## src/rtl/jsu_pkg.sv

```systemverilog
// ----------------------------------------------------------------------------
// jsu_pkg: shared types and constants of the JSON string unescaper
// Byte codes, parse modes and the classified token passed front to back.
// ----------------------------------------------------------------------------
package jsu_pkg;

    localparam int JSU_BARE_CAPACITY = 64;
    localparam int JSU_QUEUE_DEPTH   = 4;

    // byte codes
    localparam logic [7:0] CH_NUL    = 8'h00;
    localparam logic [7:0] CH_BS_CTL = 8'h08;
    localparam logic [7:0] CH_TAB    = 8'h09;
    localparam logic [7:0] CH_LF     = 8'h0A;
    localparam logic [7:0] CH_FF     = 8'h0C;
    localparam logic [7:0] CH_CR     = 8'h0D;
    localparam logic [7:0] CH_SPACE  = 8'h20;
    localparam logic [7:0] CH_QUOTE  = 8'h22;
    localparam logic [7:0] CH_COMMA  = 8'h2C;
    localparam logic [7:0] CH_ZERO   = 8'h30;
    localparam logic [7:0] CH_NINE   = 8'h39;
    localparam logic [7:0] CH_QMARK  = 8'h3F;
    localparam logic [7:0] CH_UP_A   = 8'h41;
    localparam logic [7:0] CH_UP_F   = 8'h46;
    localparam logic [7:0] CH_BSLASH = 8'h5C;
    localparam logic [7:0] CH_RBRACK = 8'h5D;
    localparam logic [7:0] CH_LO_A   = 8'h61;
    localparam logic [7:0] CH_LO_B   = 8'h62;
    localparam logic [7:0] CH_LO_F   = 8'h66;
    localparam logic [7:0] CH_LO_N   = 8'h6E;
    localparam logic [7:0] CH_LO_R   = 8'h72;
    localparam logic [7:0] CH_LO_T   = 8'h74;
    localparam logic [7:0] CH_LO_U   = 8'h75;
    localparam logic [7:0] CH_RBRACE = 8'h7D;

    localparam logic [1:0] HEX_LAST  = 2'd3;

    typedef enum logic [2:0] {
        MODE_SKIP   = 3'd0,
        MODE_BARE   = 3'd1,
        MODE_QUOTED = 3'd2,
        MODE_ESCAPE = 3'd3,
        MODE_HEX    = 3'd4,
        MODE_DONE   = 3'd5
    } t_mode;

    typedef struct packed {
        logic [7:0] text_byte;
        logic       begins_value;
        logic       is_ws;
        logic       is_quote;
        logic       is_bslash;
        logic       is_nul;
        logic       is_lf;
        logic       is_term;
        logic       is_u;
        logic       hex_ok;
        logic [3:0] hex_val;
        logic [7:0] esc_char;
    } t_token;

endpackage

```

## src/rtl/jsu_if.sv

```systemverilog
// ----------------------------------------------------------------------------
// jsu_if: stream channels of the JSON string unescaper
// Input text beats and output result beats, valid/ready handshake.
// ----------------------------------------------------------------------------
interface jsu_in_if;
    logic       valid;
    logic       ready;
    logic [7:0] text_byte;
    logic       begins_value;

    modport source (output valid, output text_byte, output begins_value, input ready);
    modport sink   (input valid, input text_byte, input begins_value, output ready);
endinterface

interface jsu_out_if;
    logic       valid;
    logic       ready;
    logic [7:0] out_char;
    logic       char_valid;
    logic       finished;
    logic       good;

    modport source (output valid, output out_char, output char_valid, output finished,
                    output good, input ready);
    modport sink   (input valid, input out_char, input char_valid, input finished,
                    input good, output ready);
endinterface

```

## src/rtl/jsu_front.sv

```systemverilog
// ----------------------------------------------------------------------------
// jsu_front: input byte classifier
// Accepts text beats while the queue has room and tags each byte.
// ----------------------------------------------------------------------------
module jsu_front (
    jsu_in_if.sink          i_text,
    input  logic            i_full,
    output logic            o_push,
    output jsu_pkg::t_token o_tok
);
    import jsu_pkg::*;

    logic [7:0] b;

    assign b              = i_text.text_byte;
    assign i_text.ready   = !i_full;
    assign o_push         = i_text.valid && !i_full;

    always_comb begin
        o_tok              = '0;
        o_tok.text_byte    = b;
        o_tok.begins_value = i_text.begins_value;
        o_tok.is_ws        = (b == CH_SPACE) || (b == CH_TAB) || (b == CH_LF) || (b == CH_CR);
        o_tok.is_quote     = (b == CH_QUOTE);
        o_tok.is_bslash    = (b == CH_BSLASH);
        o_tok.is_nul       = (b == CH_NUL);
        o_tok.is_lf        = (b == CH_LF);
        o_tok.is_term      = (b == CH_NUL) || (b == CH_COMMA) || (b == CH_RBRACE)
                             || (b == CH_RBRACK);
        o_tok.is_u         = (b == CH_LO_U);

        if (b >= CH_ZERO && b <= CH_NINE) begin
            o_tok.hex_ok  = 1'b1;
            o_tok.hex_val = 4'(b - CH_ZERO);
        end else if (b >= CH_LO_A && b <= CH_LO_F) begin
            o_tok.hex_ok  = 1'b1;
            o_tok.hex_val = 4'(b - CH_LO_A + 8'd10);
        end else if (b >= CH_UP_A && b <= CH_UP_F) begin
            o_tok.hex_ok  = 1'b1;
            o_tok.hex_val = 4'(b - CH_UP_A + 8'd10);
        end

        case (b)
            CH_LO_N: o_tok.esc_char = CH_LF;
            CH_LO_R: o_tok.esc_char = CH_CR;
            CH_LO_T: o_tok.esc_char = CH_TAB;
            CH_LO_B: o_tok.esc_char = CH_BS_CTL;
            CH_LO_F: o_tok.esc_char = CH_FF;
            default: o_tok.esc_char = b;
        endcase
    end

endmodule

```

## src/rtl/jsu_queue.sv

```systemverilog
// ----------------------------------------------------------------------------
// jsu_queue: token queue between classifier and parser
// Small register FIFO; lets each side stall on its own.
// ----------------------------------------------------------------------------
module jsu_queue #(
    parameter int DEPTH = jsu_pkg::JSU_QUEUE_DEPTH
) (
    input  logic            i_clk,
    input  logic            i_rst_n,
    input  logic            i_push,
    input  jsu_pkg::t_token i_data,
    input  logic            i_pop,
    output jsu_pkg::t_token o_data,
    output logic            o_full,
    output logic            o_empty
);
    import jsu_pkg::*;

    localparam int PTR_W = $clog2(DEPTH);
    localparam int CNT_W = $clog2(DEPTH + 1);
    localparam logic [PTR_W-1:0] PTR_LAST = PTR_W'(DEPTH - 1);
    localparam logic [CNT_W-1:0] CNT_FULL = CNT_W'(DEPTH);

    t_token           r_mem [DEPTH];
    logic [PTR_W-1:0] r_wr_ptr, r_rd_ptr;
    logic [CNT_W-1:0] r_count;
    logic [PTR_W-1:0] n_wr_ptr, n_rd_ptr;
    logic [CNT_W-1:0] n_count;

    assign o_full  = (r_count == CNT_FULL);
    assign o_empty = (r_count == '0);
    assign o_data  = r_mem[r_rd_ptr];

    always_comb begin
        n_wr_ptr = r_wr_ptr;
        n_rd_ptr = r_rd_ptr;
        n_count  = r_count;
        if (i_push) begin
            n_wr_ptr = (r_wr_ptr == PTR_LAST) ? '0 : r_wr_ptr + 1'b1;
        end
        if (i_pop) begin
            n_rd_ptr = (r_rd_ptr == PTR_LAST) ? '0 : r_rd_ptr + 1'b1;
        end
        if (i_push && !i_pop) begin
            n_count = r_count + 1'b1;
        end else if (i_pop && !i_push) begin
            n_count = r_count - 1'b1;
        end
    end

    always_ff @(posedge i_clk) begin
        if (!i_rst_n) begin
            r_wr_ptr <= '0;
            r_rd_ptr <= '0;
            r_count  <= '0;
        end else begin
            r_wr_ptr <= n_wr_ptr;
            r_rd_ptr <= n_rd_ptr;
            r_count  <= n_count;
        end
    end

    always_ff @(posedge i_clk) begin
        if (i_push) begin
            r_mem[r_wr_ptr] <= i_data;
        end
    end

    a_no_overflow: assert property (@(posedge i_clk) disable iff (!i_rst_n)
        o_full |-> !i_push)
        else $error("queue written while full");
    a_no_underflow: assert property (@(posedge i_clk) disable iff (!i_rst_n)
        o_empty |-> !i_pop)
        else $error("queue read while empty");
    a_count_bound: assert property (@(posedge i_clk) disable iff (!i_rst_n)
        r_count <= CNT_FULL)
        else $error("queue count out of range");

endmodule

```

## src/rtl/jsu_back.sv

```systemverilog
// ----------------------------------------------------------------------------
// jsu_back: value parser and result register
// Walks the parse state machine one token per cycle unless the held result beat stalls.
// ----------------------------------------------------------------------------
module jsu_back #(
    parameter int BARE_CAPACITY = jsu_pkg::JSU_BARE_CAPACITY
) (
    input  logic            i_clk,
    input  logic            i_rst_n,
    input  jsu_pkg::t_token i_tok,
    input  logic            i_tok_valid,
    output logic            o_pop,
    jsu_out_if.source       o_result
);
    import jsu_pkg::*;

    localparam int LEN_W = $clog2(BARE_CAPACITY);
    localparam logic [LEN_W:0] LEN_FULL = (LEN_W + 1)'(BARE_CAPACITY - 1);

    t_mode            r_mode, n_mode;
    logic [1:0]       r_hexn, n_hexn;
    logic [15:0]      r_cp, n_cp;
    logic             r_err, n_err;
    logic [LEN_W-1:0] r_len, n_len;

    logic             r_out_valid;
    logic [7:0]       r_out_char;
    logic             r_out_cv, r_out_fin, r_out_good;

    // per-token decode
    t_mode            e_mode;
    logic [1:0]       e_hexn;
    logic [15:0]      e_cp, cp_next;
    logic             e_err;
    logic [LEN_W-1:0] e_len;
    logic [LEN_W:0]   len_inc;
    logic             emit, res_cv, res_fin, res_ok;
    logic [7:0]       res_char;

    // advance when the result slot is free or being drained
    assign o_pop = i_tok_valid && (!r_out_valid || o_result.ready);

    always_comb begin
        // a new value clears the parse state before its first byte
        e_mode  = i_tok.begins_value ? MODE_SKIP : r_mode;
        e_hexn  = i_tok.begins_value ? 2'd0 : r_hexn;
        e_cp    = i_tok.begins_value ? 16'd0 : r_cp;
        e_err   = i_tok.begins_value ? 1'b0 : r_err;
        e_len   = i_tok.begins_value ? '0 : r_len;
        len_inc = {1'b0, e_len} + 1'b1;
        cp_next = {e_cp[11:0], i_tok.hex_val};

        n_mode   = e_mode;
        n_hexn   = e_hexn;
        n_cp     = e_cp;
        n_err    = e_err;
        n_len    = e_len;
        emit     = 1'b0;
        res_cv   = 1'b0;
        res_fin  = 1'b0;
        res_ok   = 1'b0;
        res_char = '0;

        unique case (e_mode)
            MODE_SKIP, MODE_BARE: begin
                if (e_mode == MODE_SKIP && i_tok.is_ws) begin
                    // drop leading whitespace
                end else if (e_mode == MODE_SKIP && i_tok.is_quote) begin
                    n_mode = MODE_QUOTED;
                end else if (i_tok.is_term) begin
                    emit    = 1'b1;
                    res_fin = 1'b1;
                    res_ok  = (e_len != '0);
                end else begin
                    n_mode   = MODE_BARE;
                    n_len    = len_inc[LEN_W-1:0];
                    emit     = 1'b1;
                    res_cv   = 1'b1;
                    res_char = i_tok.text_byte;
                    if (len_inc >= LEN_FULL) begin
                        res_fin = 1'b1;
                        res_ok  = 1'b1;
                    end
                end
            end
            MODE_QUOTED: begin
                if (i_tok.is_nul || i_tok.is_lf) begin
                    emit    = 1'b1;
                    res_fin = 1'b1;
                end else if (i_tok.is_quote) begin
                    emit    = 1'b1;
                    res_fin = 1'b1;
                    res_ok  = !e_err;
                end else if (i_tok.is_bslash) begin
                    n_mode = MODE_ESCAPE;
                end else begin
                    emit     = 1'b1;
                    res_cv   = 1'b1;
                    res_char = i_tok.text_byte;
                end
            end
            MODE_ESCAPE: begin
                if (i_tok.is_nul) begin
                    emit    = 1'b1;
                    res_fin = 1'b1;
                end else if (i_tok.is_u) begin
                    n_mode = MODE_HEX;
                    n_hexn = 2'd0;
                    n_cp   = 16'd0;
                end else begin
                    n_mode   = MODE_QUOTED;
                    emit     = 1'b1;
                    res_cv   = 1'b1;
                    res_char = i_tok.esc_char;
                end
            end
            MODE_HEX: begin
                if (i_tok.is_nul) begin
                    emit    = 1'b1;
                    res_fin = 1'b1;
                end else if (!i_tok.hex_ok) begin
                    n_err    = 1'b1;
                    n_mode   = MODE_QUOTED;
                    emit     = 1'b1;
                    res_cv   = 1'b1;
                    res_char = CH_QMARK;
                end else begin
                    n_cp = cp_next;
                    if (e_hexn == HEX_LAST) begin
                        n_hexn   = 2'd0;
                        n_mode   = MODE_QUOTED;
                        emit     = 1'b1;
                        res_cv   = 1'b1;
                        res_char = (cp_next[15:8] == 8'd0) ? cp_next[7:0] : CH_QMARK;
                    end else begin
                        n_hexn = e_hexn + 1'b1;
                    end
                end
            end
            MODE_DONE: begin
                // ignore bytes until the next value begins
            end
            default: begin
                n_mode = MODE_DONE;
            end
        endcase

        if (res_fin) begin
            n_mode = MODE_DONE;
        end
    end

    always_ff @(posedge i_clk) begin
        if (!i_rst_n) begin
            r_mode      <= MODE_SKIP;
            r_hexn      <= '0;
            r_cp        <= '0;
            r_err       <= 1'b0;
            r_len       <= '0;
            r_out_valid <= 1'b0;
        end else begin
            if (o_pop) begin
                r_mode      <= n_mode;
                r_hexn      <= n_hexn;
                r_cp        <= n_cp;
                r_err       <= n_err;
                r_len       <= n_len;
                r_out_valid <= emit;
            end else if (o_result.ready) begin
                r_out_valid <= 1'b0;
            end
        end
    end

    always_ff @(posedge i_clk) begin
        if (o_pop && emit) begin
            r_out_char <= res_char;
            r_out_cv   <= res_cv;
            r_out_fin  <= res_fin;
            r_out_good <= res_ok;
        end
    end

    assign o_result.valid      = r_out_valid;
    assign o_result.out_char   = r_out_char;
    assign o_result.char_valid = r_out_cv;
    assign o_result.finished   = r_out_fin;
    assign o_result.good       = r_out_good;

    a_fin_to_done: assert property (@(posedge i_clk) disable iff (!i_rst_n)
        (o_pop && emit && res_fin) |=> (r_mode == MODE_DONE))
        else $error("finish beat did not close the value");
    a_good_needs_fin: assert property (@(posedge i_clk) disable iff (!i_rst_n)
        r_out_valid |-> (r_out_fin || !r_out_good))
        else $error("good flag set on a beat that does not finish");
    a_char_blank: assert property (@(posedge i_clk) disable iff (!i_rst_n)
        (r_out_valid && !r_out_cv) |-> (r_out_char == 8'd0))
        else $error("character set on a beat without one");

endmodule

```

## src/rtl/json_string_unescaper.sv

```systemverilog
// Path: each byte is queued, then decoded; a result beat it yields is registered.
// Throughput: one byte per cycle while the queue has room; the token queue of
//   QUEUE_DEPTH entries and the result register absorb output stalls, and the parser
//   takes one token per cycle while the result register is free or being drained.
// Reset (synchronous, active low): queue emptied, result register idle, parser in
//   whitespace skipping with all counters and the error flag cleared.
// ----------------------------------------------------------------------------
// json_string_unescaper: streaming JSON value unescaper
// Classifies text bytes, queues them and decodes quoted or bare values.
// ----------------------------------------------------------------------------
module json_string_unescaper #(
    parameter int BARE_CAPACITY = jsu_pkg::JSU_BARE_CAPACITY,
    parameter int QUEUE_DEPTH   = jsu_pkg::JSU_QUEUE_DEPTH
) (
    input  logic      i_clk,
    input  logic      i_rst_n,
    jsu_in_if.sink    i_text,
    jsu_out_if.source o_result
);
    import jsu_pkg::*;

    t_token push_tok, head_tok;
    logic   push, pop, full, empty;

    jsu_front u_front (
        .i_text (i_text),
        .i_full (full),
        .o_push (push),
        .o_tok  (push_tok)
    );

    jsu_queue #(
        .DEPTH (QUEUE_DEPTH)
    ) u_queue (
        .i_clk   (i_clk),
        .i_rst_n (i_rst_n),
        .i_push  (push),
        .i_data  (push_tok),
        .i_pop   (pop),
        .o_data  (head_tok),
        .o_full  (full),
        .o_empty (empty)
    );

    jsu_back #(
        .BARE_CAPACITY (BARE_CAPACITY)
    ) u_back (
        .i_clk       (i_clk),
        .i_rst_n     (i_rst_n),
        .i_tok       (head_tok),
        .i_tok_valid (!empty),
        .o_pop       (pop),
        .o_result    (o_result)
    );

endmodule

```

## src/flat_wrapper.sv

```systemverilog
// flat-port wrapper written by rule: the top's interface ports become plain ports
module json_string_unescaper_flat import jsu_pkg::*;
#(
    parameter int BARE_CAPACITY = jsu_pkg::JSU_BARE_CAPACITY,
    parameter int QUEUE_DEPTH   = jsu_pkg::JSU_QUEUE_DEPTH
)
  (i_clk, i_rst_n, i_text_valid, i_text_text_byte, i_text_begins_value, i_text_ready, o_result_valid, o_result_out_char, o_result_char_valid, o_result_finished, o_result_good, o_result_ready);
  jsu_in_if i_text_i ();
  jsu_out_if o_result_i ();
  input  logic i_clk;
  input  logic i_rst_n;
  input wire logic [$bits(i_text_i.valid)-1:0] i_text_valid;
  input wire logic [$bits(i_text_i.text_byte)-1:0] i_text_text_byte;
  input wire logic [$bits(i_text_i.begins_value)-1:0] i_text_begins_value;
  output wire logic [$bits(i_text_i.ready)-1:0] i_text_ready;
  output wire logic [$bits(o_result_i.valid)-1:0] o_result_valid;
  output wire logic [$bits(o_result_i.out_char)-1:0] o_result_out_char;
  output wire logic [$bits(o_result_i.char_valid)-1:0] o_result_char_valid;
  output wire logic [$bits(o_result_i.finished)-1:0] o_result_finished;
  output wire logic [$bits(o_result_i.good)-1:0] o_result_good;
  input wire logic [$bits(o_result_i.ready)-1:0] o_result_ready;
  assign i_text_i.valid = i_text_valid;
  assign i_text_i.text_byte = i_text_text_byte;
  assign i_text_i.begins_value = i_text_begins_value;
  assign i_text_ready = i_text_i.ready;
  assign o_result_valid = o_result_i.valid;
  assign o_result_out_char = o_result_i.out_char;
  assign o_result_char_valid = o_result_i.char_valid;
  assign o_result_finished = o_result_i.finished;
  assign o_result_good = o_result_i.good;
  assign o_result_i.ready = o_result_ready;
  json_string_unescaper #(.BARE_CAPACITY(BARE_CAPACITY), .QUEUE_DEPTH(QUEUE_DEPTH)) u_core (.i_clk(i_clk), .i_rst_n(i_rst_n), .i_text(i_text_i), .o_result(o_result_i));
endmodule
```

## config.mk

```make
export PLATFORM = sky130hd
export DESIGN_NAME = json_string_unescaper_flat
export DESIGN_NICKNAME = d
export VERILOG_FILES = /design/src/rtl/jsu_pkg.sv /design/src/rtl/jsu_if.sv /design/src/rtl/jsu_front.sv /design/src/rtl/jsu_queue.sv /design/src/rtl/jsu_back.sv /design/src/rtl/json_string_unescaper.sv /design/src/flat_wrapper.sv
export SDC_FILE = /design/constraint.sdc
export NUM_CORES = 1
export LEC_CHECK = 0
export BUFFER_PORTS_ARGS = -buffer_cell sky130_fd_sc_hd__buf_2
export CAP_MARGIN = 5
export CELL_PAD_IN_SITES_DETAIL_PLACEMENT = 1
export CELL_PAD_IN_SITES_GLOBAL_PLACEMENT = 2
export CORE_ASPECT_RATIO = 1.4
export CORE_MARGIN = 1.5
export CORE_UTILIZATION = 44
export DETAILED_ROUTE_END_ITERATION = 7
export PLACE_DENSITY = 0.88
export SLEW_MARGIN = 40
export SYNTH_ARGS = -nofsm -noshare
export SYNTH_HDL_FRONTEND = slang
export SYNTH_SLANG_ARGS = --single-unit
```

## constraint.sdc

```tcl
create_clock -name i_clk -period 3.91 [get_ports i_clk]
set_input_delay 0.1955 -clock i_clk [delete_from_list [all_inputs] [get_ports i_clk]]
set_output_delay 0.1955 -clock i_clk [all_outputs]
set_load 0.02 [all_outputs]
```

# [Word-level counts from Yosys, hierarchy flattened]
# Memory sizes are Yosys's and may differ from the RTL's. A register that Yosys moved wholly into a read port is not among the register bits.
# Cells that the tools add are included.
[classes] n_addsub=11 reduce_logical=33 eq_ne=24 mux=96 order_cmp=7
[ops] cell="$mux 8" n=12
[ops] cell="$mux 16" n=5
[ops] cell="$eq 8x7->1 const B" n=9
[ops] cell="$mux 3" n=15
[ops] cell="$pmux 8 s5" n=1
[ops] cell="$mux 1" n=37
[ops] cell="$pmux 16 s2" n=1
[ops] cell="$pmux 8 s4" n=1
[ops] cell="$mux 6" n=5
[ops] cell="$eq 8x4->1 const B" n=3
[ops] cell="$eq 8x6->1 const B" n=3
[ops] cell="$mux 2" n=10
[ops] cell="$ge 8x7->1 const B" n=2
[ops] cell="$le 8x7->1 const B" n=2
[ops] cell="$logic_not 8->1" n=2
[ops] cell="$mux 5" n=3
[ops] cell="$pmux 3 s5" n=1
[ops] cell="$sub 4x1->4 const B" n=3
[ops] cell="$logic_and 1x1->1" n=10
[ops] cell="$eq 3x3->1 const B" n=3
[ops] cell="$add 4x4->4 const B" n=2
[ops] cell="$ge 8x6->1 const B" n=1
[ops] cell="$le 8x6->1 const B" n=1
[ops] cell="$logic_or 1x1->1" n=8
[ops] cell="17 further kinds" n=31
[word_totals] input_bits=13 ff_bits=47 ram_bits=116 word_cells=185 mem_count=1 out_inout_bits=13
[mem_list] name="u_core.u_queue.r_mem" depth=4 word_bits=29 read_ports=1 rd_ports_with_merged_regs=1 write_ports=1 line="jsu_queue.sv:24" source="t_token r_mem [DEPTH];"

# [Longest topological paths before layout]
# Gate-level depths: netlist of the first run.
[logic_depth] word_depth=9 ltp_mapped=12 mapped_depth_nobuf=11

# [Cells and area by module]
# Synthesis of the first run repeated with hierarchy kept, for this count alone.
[hier_totals] cells_unflattened=524 area_unflattened_um2=7272.0
[by_module_without_submodules] mod="jsu_queue" n_inst=1 cells_each=195 area_each_um2=4650.7 seq_area_each_um2=3663.5
[by_module_without_submodules] mod="jsu_back" n_inst=1 cells_each=242 area_each_um2=2034.5 seq_area_each_um2=830.8
[by_module_without_submodules] mod="jsu_front" n_inst=1 cells_each=86 area_each_um2=583.1 seq_area_each_um2=0.0
[by_module_without_submodules] mod="json_string_unescaper" n_inst=1 cells_each=1 area_each_um2=3.8 seq_area_each_um2=0.0

# [Least setup slack after synthesis of the first run]
# OpenSTA, ideal clock, no wires.
[synth_timing] path_type="register to register" from="register with a tool-made name" to="register u_core.u_back.r_out_cv (netlist: u_core.u_back.o_result.char_valid), enable pin" period_less_slack_ns=2.955 t_arrival_ns=2.575 required_ns=3.530 n_path_buf=2 path_slack_ns=0.955 setup_ns=0.380 path_stages_with_launch=10 path_cell_list="dfxtp_1 -> mux4_2 -> clkbuf_1 -> buf_1 -> nor2b_1 -> ha_1 -> nand2b_1 -> a211oi_1 -> o221a_2 -> nor2_1"
[synth_lines] item="end signal: assignment" line="jsu_back.sv:178" source="r_out_cv <= res_cv;"
[synth_lines] item="end: declaration" line="jsu_back.sv:28" source="logic r_out_cv, r_out_fin, r_out_good;"

==> results.sh, run 1 <==
export IMPL_end_kind="flip-flop"
export IMPL_dr_max_layer_used="met4"
export IMPL_finalNonFillerCells=749
export IMPL_fin_area_um2=7980
export IMPL_crit_buf_inv=2
export IMPL_crit_family="buffers and inverters"
export IMPL_diodes=0
export IMPL_yosys_most_used_dff="edfxtp_1"
export IMPL_multi_input_area_um2=2330
export IMPL_hold_depth=2
export IMPL_reg2reg_slack_ns=0.82
export IMPL_holdWs_ns=0.0732
export IMPL_gp_congestion=0.817
export IMPL_wl_per_cell_um=21.8
export IMPL_drive_gt1_share_pct=18.6
export IMPL_reg2reg_depth=7
export IMPL_ctsResizeCount=0
export IMPL_cts_tree="done"
export IMPL_leakagePower_nw=2.81
export IMPL_clock_sinks=161
export IMPL_tightest_slew_ns=0.884
export IMPL_fin_crit_ns=3.09
export IMPL_area_delta_synth_final_pct=14.1
export IMPL_arrival_ns=3.20
export IMPL_ys_types=53
export IMPL_nets=568
export IMPL_synth_top_cell_by_area="edfxtp_1"
export IMPL_ant_nets=0
export IMPL_combPwrFrac_pct=29.1
export IMPL_dr_pass1_iters=4
export IMPL_coreArea_um2=15500
export IMPL_path_max_fanout=29
export IMPL_start_util_pct=45.0
export IMPL_synthTopCellsByArea="edfxtp_1 (54%), dfxtp_1 (9.7%), mux4_2 (8.7%), ha_1 (2.5%), o21ai_0 (2.1%)"
export IMPL_fmax_ghz=0.323
export IMPL_tns_ns=0
export IMPL_root_buffer="clkbuf_16"
export IMPL_critPathKind="flip-flop to flip-flop"
export IMPL_clockBufferDepth=2
export IMPL_vias_per_cell=5.91
export IMPL_place_detailed_hpwl_um=11000
export IMPL_crit_path_start_kind="flip-flop"
export IMPL_clkTransAtPathRegs_ns=0.07
export IMPL_die_h_um=152
export IMPL_synth_fp_nets=530
export IMPL_p_sw_mw=1.85
export IMPL_path_cells="buf_4 -> mux4_2 -> nor2b_1 -> a211oi_1 -> o221a_2 -> nor2_1 -> buf_4"
export IMPL_cp_required_ns=4.02
export IMPL_p_per_area_nw_per_um2=685
export IMPL_crit_top_cell="buf_4"
export IMPL_worstHoldStart="i_rst_n"
export IMPL_yosysSeqAreaShare_pct=64.2
export IMPL_grt_pass1_wl_um=26500
export IMPL_status="completed"
export IMPL_insertion_delay_ns=0.43
export IMPL_dp_slack_ns=0.756
export IMPL_synthArstFlopShare_pct=0
export IMPL_r2r_end="u_core.u_back.o_result.out_char[3]"
export IMPL_rsz0062_at_grt="no"
export IMPL_placed_area_um2=7380
export IMPL_syn_inst=502
export IMPL_clock_power_share_pct=30.3
export IMPL_p_sw_share_pct=33.8
export IMPL_seqPwrFrac_pct=40.6
export IMPL_htree_levels=4
export IMPL_rows=54
export IMPL_final_util_pct=51.4
export IMPL_wl_met3_um=566
export IMPL_synth_area_um2=7000
export IMPL_total_power_mw=5.47
export IMPL_maxSlewHeadroom_pct=40.5
export IMPL_synth_top_area_share_pct=54.5
export IMPL_numCtsBuffers=17
export IMPL_slew_violations=0
export IMPL_period_share_pct=79.1
export IMPL_p_int_mw=3.62
export IMPL_finClkSkew_ns=0.0154
export IMPL_post_synth_top_count_cell="edfxtp_1"
export IMPL_irDropWorstVdd_uv=307
export IMPL_via_count=4428
export IMPL_die_area_um2=16700
export IMPL_drt_iter0_markers=259
export IMPL_io_buffers=25
export IMPL_synth_edff_count=127
export IMPL_drc_errors=0
export IMPL_antenna_found_initial=0
export IMPL_maxCapViolations=0
export IMPL_top_level_ports=26
export IMPL_timing_final_ws_setup_ns=0.816
export IMPL_min_to="u_core.u_back.o_result.valid"
export IMPL_overflow=0
export IMPL_hold_violations=0
export IMPL_wl_met2_um=9020
export IMPL_n_fill_cell=1564
export IMPL_cp_slowest_cell="mux4_2"
export IMPL_die_width_um=110
export IMPL_grt_max_degree=30
export IMPL_wl_met1_um=6340
export IMPL_cp_slowest_stage_delay_ns=0.64
export IMPL_grt_usage_pct=21.4
export IMPL_routed_wl_um=16300
export IMPL_yosysWarnings=0
export IMPL_seqCellArea_um2=4500
export IMPL_grt_pass1_vias=4813
export IMPL_dp_cells=716
export IMPL_setup_viol=0
export IMPL_synth_seq_cells=161
export IMPL_hold_class="primary input to flip-flop"
export IMPL_yosys_top_cells_count="edfxtp_1 (127), nand2_1 (36), dfxtp_1 (34), inv_1 (30), o21ai_0 (30)"
export IMPL_postSynthAreaPerCell_um2=13.9
state kept, by name (all words and copies together) (netlist names), 2 cells and up, named ones only:
signal,flops
u_core.u_queue.r_mem,116
u_core.u_back.r_cp,12
u_core.u_back.o_result.out_char,8
u_core.u_back.r_len,6
u_core.u_back.r_mode,3
u_core.u_queue.r_count,3
u_core.u_back.r_hexn,2
u_core.u_queue.r_rd_ptr,2
u_core.u_queue.r_wr_ptr,2
kinds of logic after synthesis:
| kind of cell | Yosys count | synth area share, % |
|---|---|---|
| DFF | 161 | 64.2 |
| and+or+nand+nor | 146 | 10.8 |
| AOI/OAI and AO/OA | 94 | 8.78 |
| buffers and inverters | 48 | 2.72 |
| muxes | 35 | 10.3 |
| adders and majority gates | 15 | 2.79 |
| xor gates and xnor gates | 3 | 0.376 |
cell usage in the layout, fill, tap and decap left out, types with 3 or more instances in the layout:
cell type and instances:
a31oi_1 4, buf_4 10, nand4_1 3, o21ai_0 30
and2_1 3, or4_1 5, inv_6 4, nor3_1 13
a22o_1 13, nand3_1 7, o221ai_1 6, edfxtp_1 127
ha_1 14, nand2_1 36, nor2_1 26, nand2b_1 11
clkbuf_16 17, mux4_2 27, nor4_1 8, and3_1 9
mux2i_1 4, inv_1 30, inv_8 7, nor2b_1 8
a21oi_1 23, dfxtp_1 33, buf_2 25, o41ai_1 3
nand3b_1 3, or3_1 4
final cells by class:
| cell class | count | share of cell area, % |
|---|---|---|
| Clock buffer | 18 | 5.38 |
| Inverter | 31 | 1.46 |
| Tap cell | 196 | 3.07 |
| Clock inverter | 14 | 1.99 |
| Timing Repair Buffer | 36 | 2.63 |
| Sequential cell | 161 | 56.3 |
| Multi-Input combinational cell | 293 | 29.1 |
how the worst max path moves through the flow:
stage	startpoint	end	slack, ns	depth (start not counted)
finish	flip-flop	u_core.u_back.o_result.out_char[3]	0.82	7
global route	flip-flop	u_core.u_back.r_mode[0]	0.50	10
CTS	flip-flop	u_core.u_back.o_result.out_char[0]	0.75	7
detailed placement	flip-flop	u_core.u_back.o_result.out_char[7]	0.76	7
global placement	flip-flop	u_core.u_back.o_result.out_char[7]	0.86	7
floorplan	flip-flop	u_core.u_back.o_result.char_valid	0.95	9
worst register-to-register path, cell delays in order, from the launching register on:
cell      delay [ns]
dfxtp_2         0.34
buf_4           0.48
mux4_2          0.65
nor2b_1         0.26
a211oi_1        0.10
o221a_2         0.30
nor2_1          0.32
buf_4           0.32
timing repair:
action | in CTS | in global routing
buffers inserted | 0 | 0
hold endpoints to repair | 4 | 0
hold buffers | 1 | 0
layer usage:
metal,global-route usage (%),vias to the layer above
met2,37.1,103
li1,-,2010
met4,10.1,0
met5,0,-
met1,25.0,2283
met3,4.36,32
power by group through the flow:
| stage | Combinational [mW] | Clock (mW) | Sequential [mW] |
|---|---|---|---|
| 2_1_floorplan | 1.03 | 0 | 2.31 |
| 3_3_place_gp | 1.53 | 0 | 2.24 |
| 3_5_place_dp | 1.60 | 0 | 2.25 |
| 4_1_cts | 1.61 | 1.68 | 2.22 |
| 5_1_grt | 1.75 | 1.75 | 2.25 |
| 6_report | 1.59 | 1.66 | 2.22 |
Power figures use the tool's default switching activity.
==> run 2, diff against run 1 <==
==> constraint.sdc (replaced) <==
create_clock -name i_clk -period 3.2 [get_ports i_clk]
set_input_delay 0.16 -clock i_clk [delete_from_list [all_inputs] [get_ports i_clk]]
set_output_delay 0.16 -clock i_clk [all_outputs]
set_load 0.02 [all_outputs]
==> results.sh, run 2 (synthesized netlist as in run 1, its figures left out) <==
export IMPL_path_max_fanout=3
export IMPL_fin_crit_ns=2.76
export IMPL_gp_congestion=0.856
export IMPL_start_util_pct=45.0
export IMPL_drc_errors=0
export IMPL_die_h_um=152
export IMPL_n_fill_cell=1577
export IMPL_antenna_found_initial=0
export IMPL_place_detailed_hpwl_um=10800
export IMPL_area_delta_synth_final_pct=14.8
export IMPL_numCtsBuffers=17
export IMPL_coreArea_um2=15500
export IMPL_largest_register="u_core.u_queue.r_mem"
export IMPL_clockBufferDepth=2
export IMPL_drt_iter0_markers=282
export IMPL_overflow=0
export IMPL_htree_levels=4
export IMPL_maxCapViolations=0
export IMPL_maxSlewHeadroom_pct=50.2
export IMPL_clkTransAtPathRegs_ns=0.07
export IMPL_cp_required_ns=3.52
export IMPL_dr_pass1_iters=4
export IMPL_root_buffer="clkbuf_16"
export IMPL_grt_pass1_vias=4753
export IMPL_routed_wl_um=16400
export IMPL_tns_ns=0
export IMPL_diodes=0
export IMPL_ctsResizeCount=0
export IMPL_critPathKind="flip-flop to flip-flop"
export IMPL_period_share_pct=86.1
export IMPL_io_buffers=25
export IMPL_slew_violations=0
export IMPL_ant_nets=0
export IMPL_crit_path_start_kind="flip-flop"
export IMPL_arrival_ns=3.08
export IMPL_die_width_um=110
export IMPL_hold_class="primary input to flip-flop"
export IMPL_leakagePower_nw=2.84
export IMPL_top_level_ports=26
export IMPL_rsz0062_at_grt="no"
export IMPL_setup_viol=0
export IMPL_drive_gt1_share_pct=19.3
export IMPL_finClkSkew_ns=0.0115
export IMPL_layout_commonest_cell="edfxtp_1"
export IMPL_insertion_delay_ns=0.42
export IMPL_end_kind="flip-flop"
export IMPL_grt_usage_pct=21.2
export IMPL_final_cell_mix="edfxtp_1 (127), nand2_1 (36), dfxtp_1 (33)"
export IMPL_clock_sinks=161
export IMPL_multi_input_area_um2=2320
export IMPL_status="completed"
export IMPL_largest_reg_flops=116
export IMPL_p_per_area_nw_per_um2=839
export IMPL_cts_tree="done"
export IMPL_via_count=4389
export IMPL_seqCellArea_um2=4500
export IMPL_die_area_um2=16700
export IMPL_hold_violations=0
export IMPL_irDropWorstVdd_uv=378
export IMPL_nets=575
export IMPL_final_util_pct=51.7
export IMPL_vias_per_cell=5.81
export IMPL_grt_pass1_wl_um=26200
export IMPL_tightest_slew_ns=0.744
export IMPL_grt_max_degree=30
export IMPL_rows=54
export IMPL_wl_per_cell_um=21.6
export IMPL_total_power_mw=6.74
export IMPL_fmax_ghz=0.363
==> run 2: cell type report <==
type                       count  share of cell area [%]
multi-input combinational    293                    28.9
timing repair buffer          43                    3.27
clock buffer                  17                    5.30
inverter                      31                    1.45
tap                          196                    3.05
sequential                   161                    56.0
clock inverter                15                    2.07
==> run 2: final timing paths <==
check | from | end | slack (ns) | cells after the start
worst min-delay path | i_rst_n | u_core.u_back.o_result.valid | 0.03 | 2
worst min register to register | u_core.u_back.r_cp[9] | u_core.u_back.r_cp[9] | 0.48 | 1
worst max-delay path | u_core.u_queue.r_mem[1][20] | u_core.u_back.r_mode[1] | 0.44 | 10
worst max register to register | u_core.u_queue.r_mem[1][20] | u_core.u_back.r_mode[1] | 0.44 | 10
==> run 2: metal layers <==
| metal | share of wire (%) | vias to the layer above | wire [µm] | global-route usage (%) |
|---|---|---|---|---|
| met5 | 0 | - | 0 | 0 |
| met4 | 2.8 | 0 | 458 | 9.46 |
| met3 | 2.6 | 34 | 433 | 4.36 |
| met2 | 54 | 73 | 8840 | 36.2 |
| met1 | 40 | 2261 | 6620 | 25.4 |
| li1 | - | 2021 | - | - |
==> run 2: power breakdown <==
| group | internal [mW] | switching (mW) |
|---|---|---|
| combinational | 0.773 | 1.21 |
| sequential | 2.58 | 0.156 |
| clock | 1.11 | 0.901 |
| total | 4.47 | 2.27 |
==> run 2: timing repair <==
item                       4_1_cts  5_1_grt
buffers inserted                 0        0
setup endpoints to repair        0        0
hold endpoints to repair         4        0
hold buffers                     1        0
==> run 2: worst max-delay path, cell delays in order (launching register included) <==
cell and delay [ns]:
edfxtp_1 0.42, mux4_2 0.48, nor2b_1 0.17, inv_1 0.10, ha_1 0.32, o21ai_0 0.22, a21oi_1 0.10, o21ai_0 0.17
a211oi_1 0.12, or2_1 0.26, o41ai_1 0.32
==> run 2: metrics by stage <==
stage               worst slack, ns  hold slack [ns]  instances  instance area (µm²)
CTS                           0.428           0.0219        756                 8030
floorplan                     0.245            0.259        502                 7000
global route                  0.230           0.0161        756                 8030
detailed placement            0.461            0.400        723                 7420
finish                        0.444           0.0299        756                 8030
global placement              0.578            0.387        723                 7420
==> run 3, diff against run 2 <==
--- a/config.mk
+++ b/config.mk
@@ -5,15 +5,16 @@
 export SDC_FILE = /design/constraint.sdc
 export NUM_CORES = 1
 export LEC_CHECK = 0
+export ABC_AREA = 1
 export BUFFER_PORTS_ARGS = -buffer_cell sky130_fd_sc_hd__buf_2
 export CAP_MARGIN = 5
 export CELL_PAD_IN_SITES_DETAIL_PLACEMENT = 1
 export CELL_PAD_IN_SITES_GLOBAL_PLACEMENT = 2
 export CORE_ASPECT_RATIO = 1.4
 export CORE_MARGIN = 1.5
-export CORE_UTILIZATION = 44
+export CORE_UTILIZATION = 40
 export DETAILED_ROUTE_END_ITERATION = 7
-export PLACE_DENSITY = 0.88
+export PLACE_DENSITY = 0.89
 export SLEW_MARGIN = 40
 export SYNTH_ARGS = -nofsm -noshare
 export SYNTH_HDL_FRONTEND = slang
==> results.sh, run 3 <==
export IMPL_io_buffers=25
export IMPL_grt_pass1_vias=6099
export IMPL_clock_power_share_pct=24.2
export IMPL_die_width_um=119
export IMPL_tns_ns=0
export IMPL_die_area_um2=19800
export IMPL_multi_input_area_um2=2590
export IMPL_cts_setup_buffers=0
export IMPL_seqCellArea_um2=4500
export IMPL_start_util_pct=40.7
export IMPL_synth_fp_nets=801
export IMPL_holdBufCountCts=2
export IMPL_rows=59
export IMPL_place_detailed_hpwl_um=13200
export IMPL_n_fill_cell=2125
export IMPL_combPwrFrac_pct=40.1
export IMPL_routed_wl_um=19300
export IMPL_yosys_top_cells_count="nand2_1 (131), edfxtp_1 (127), nor2_1 (103), o21ai_0 (79), inv_1 (72)"
export IMPL_hold_violations=0
export IMPL_synth_edff_count=127
export IMPL_insertion_delay_ns=0.43
export IMPL_via_count=5658
export IMPL_synthTopCellsByArea="edfxtp_1 (50%), dfxtp_1 (9.0%), nand2_1 (6.5%), o21ai_0 (5.2%), nor2_1 (5.1%)"
export IMPL_hold_class="primary input to flip-flop"
export IMPL_p_sw_share_pct=43.2
export IMPL_status="completed"
export IMPL_grt_pass1_wl_um=31700
export IMPL_vias_per_cell=5.35
export IMPL_period_share_pct=85.7
export IMPL_cp_slowest_stage_delay_ns=0.48
export IMPL_nets=829
export IMPL_top_level_ports=26
export IMPL_layout_commonest_cell="nand2_1"
export IMPL_cts_tree="done"
export IMPL_largest_reg_flops=116
export IMPL_path_cells="inv_2 -> buf_4 -> nor2_1 -> nor2_1 -> o21ai_0 -> nand2_2 -> nor2_2 -> nand2_1 -> o21ai_0 -> nand3_1 -> nand2_1 -> inv_1"
export IMPL_yosysSeqAreaShare_pct=59.4
export IMPL_tightest_slew_ns=0.746
export IMPL_synth_seq_cells=161
export IMPL_leakagePower_nw=3.33
export IMPL_clock_sinks=161
export IMPL_largest_register="u_core.u_queue.r_mem"
export IMPL_antenna_found_initial=0
export IMPL_overflow=0
export IMPL_finClkSkew_ns=0.0111
export IMPL_cp_slowest_cell="buf_4"
export IMPL_root_buffer="clkbuf_16"
export IMPL_rsz0062_at_grt="no"
export IMPL_clkTransAtPathRegs_ns=0.07
export IMPL_critPathKind="flip-flop to flip-flop"
export IMPL_path_max_fanout=58
export IMPL_clockBufferDepth=2
export IMPL_end_kind="flip-flop"
export IMPL_final_util_pct=45.9
export IMPL_coreArea_um2=18600
export IMPL_total_power_mw=8.31
export IMPL_drt_iter0_markers=346
export IMPL_synthArstFlopShare_pct=0
export IMPL_dp_cells=1024
export IMPL_p_per_area_nw_per_um2=973
export IMPL_seqPwrFrac_pct=35.7
export IMPL_numCtsBuffers=17
export IMPL_final_cell_mix="nand2_1 (131), edfxtp_1 (127), nor2_1 (99)"
export IMPL_post_synth_top_count_cell="nand2_1"
export IMPL_p_int_mw=4.72
export IMPL_setup_viol=0
export IMPL_ys_types=46
export IMPL_diodes=0
export IMPL_htree_levels=4
export IMPL_crit_family="buffers and inverters"
export IMPL_gp_congestion=0.841
export IMPL_placed_area_um2=7930
export IMPL_synth_top_cell_by_area="edfxtp_1"
export IMPL_postSynthAreaPerCell_um2=9.79
export IMPL_crit_path_start_kind="flip-flop"
export IMPL_grt_max_degree=59
export IMPL_syn_inst=773
export IMPL_maxCapViolations=0
export IMPL_finalNonFillerCells=1058
export IMPL_fin_area_um2=8550
export IMPL_ant_nets=0
export IMPL_grt_usage_pct=20.6
export IMPL_die_h_um=166
export IMPL_dr_pass1_iters=4
export IMPL_wl_per_cell_um=18.3
export IMPL_ctsResizeCount=0
export IMPL_crit_buf_inv=3
export IMPL_fmax_ghz=0.365
export IMPL_slew_violations=0
export IMPL_yosys_most_used_dff="edfxtp_1"
export IMPL_synth_area_um2=7570
export IMPL_drc_errors=0
export IMPL_fin_crit_ns=2.74
export IMPL_p_sw_mw=3.59
export IMPL_maxSlewHeadroom_pct=49.8
export IMPL_synth_top_area_share_pct=50.4
export IMPL_irDropWorstVdd_uv=372
export IMPL_area_delta_synth_final_pct=12.9
export IMPL_cp_required_ns=3.27
export IMPL_arrival_ns=2.81
export IMPL_drive_gt1_share_pct=15.1
export IMPL_yosysWarnings=0
## run 3: power groups by stage
stage | Clock [mW] | Combinational [mW] | Sequential [mW]
4_1_cts | 2.04 | 3.35 | 2.97
3_3_place_gp | 0 | 3.14 | 2.98
6_report | 2.01 | 3.33 | 2.97
3_5_place_dp | 0 | 3.31 | 3.01
5_1_grt | 2.12 | 3.73 | 3.01
2_1_floorplan | 0 | 2.37 | 3.03
## run 3: per-stage QoR
stage               setup slack [ns]  hold WS (ns)
floorplan                      0.664         0.259
global placement               0.587         0.387
detailed placement             0.461         0.400
CTS                            0.442       0.00754
global route                   0.178        0.0122
finish                         0.457        0.0165
## run 3: path summary, 6_finish.rpt
kind                                 from                                 to  slack [ns]  depth (start not counted)
setup / recovery                flip-flop  u_core.u_back.o_result.char_valid        0.46                         12
hold / removal        i_text_text_byte[5]        u_core.u_queue.r_mem[1][26]        0.02                          1
setup reg to reg                flip-flop  u_core.u_back.o_result.char_valid        0.46                         12
hold reg to reg   u_core.u_back.r_hexn[0]            u_core.u_back.r_hexn[0]        0.47                          2
## run 3: layer usage
metal | global-route usage [%] | vias to the layer above | part of all wire, %
met3 | 3.85 | 30 | 2.5
met2 | 37.5 | 94 | 53
li1 | - | 2708 | -
met4 | 7.07 | 0 | 1.8
met5 | 0 | - | 0
met1 | 24.0 | 2826 | 43
## run 3: worst reg2reg max path, delay by kind of cell (launching register included)
kind / cells / cell delay, ns
DFF: 1 / 0.41
and+or+nand+nor: 7 / 0.82
buffers and inverters: 3 / 0.94
AOI/OAI and AO/OA: 2 / 0.21
## run 3: cell families after synthesis
| kind of cell | count (synthesis) | synth area share (%) |
|---|---|---|
| flip-flops | 161 | 59.4 |
| XOR/XNOR | 1 | 0.116 |
| AO/OA/AOI/OAI | 161 | 12.1 |
| adder cells (fa/ha/maj) | 15 | 2.58 |
| buffers and inverters | 114 | 6.49 |
| AND/OR/NAND/NOR | 321 | 19.4 |
## run 3: layout make-up
cell class              count  area share (%)
multi-input cells         498            30.4
flip-flops and latches    161            52.6
well taps                 244            3.57
clock inverters            15            1.96
inverters                  85            3.85
repair buffers             38            2.66
clock buffers              17            4.98
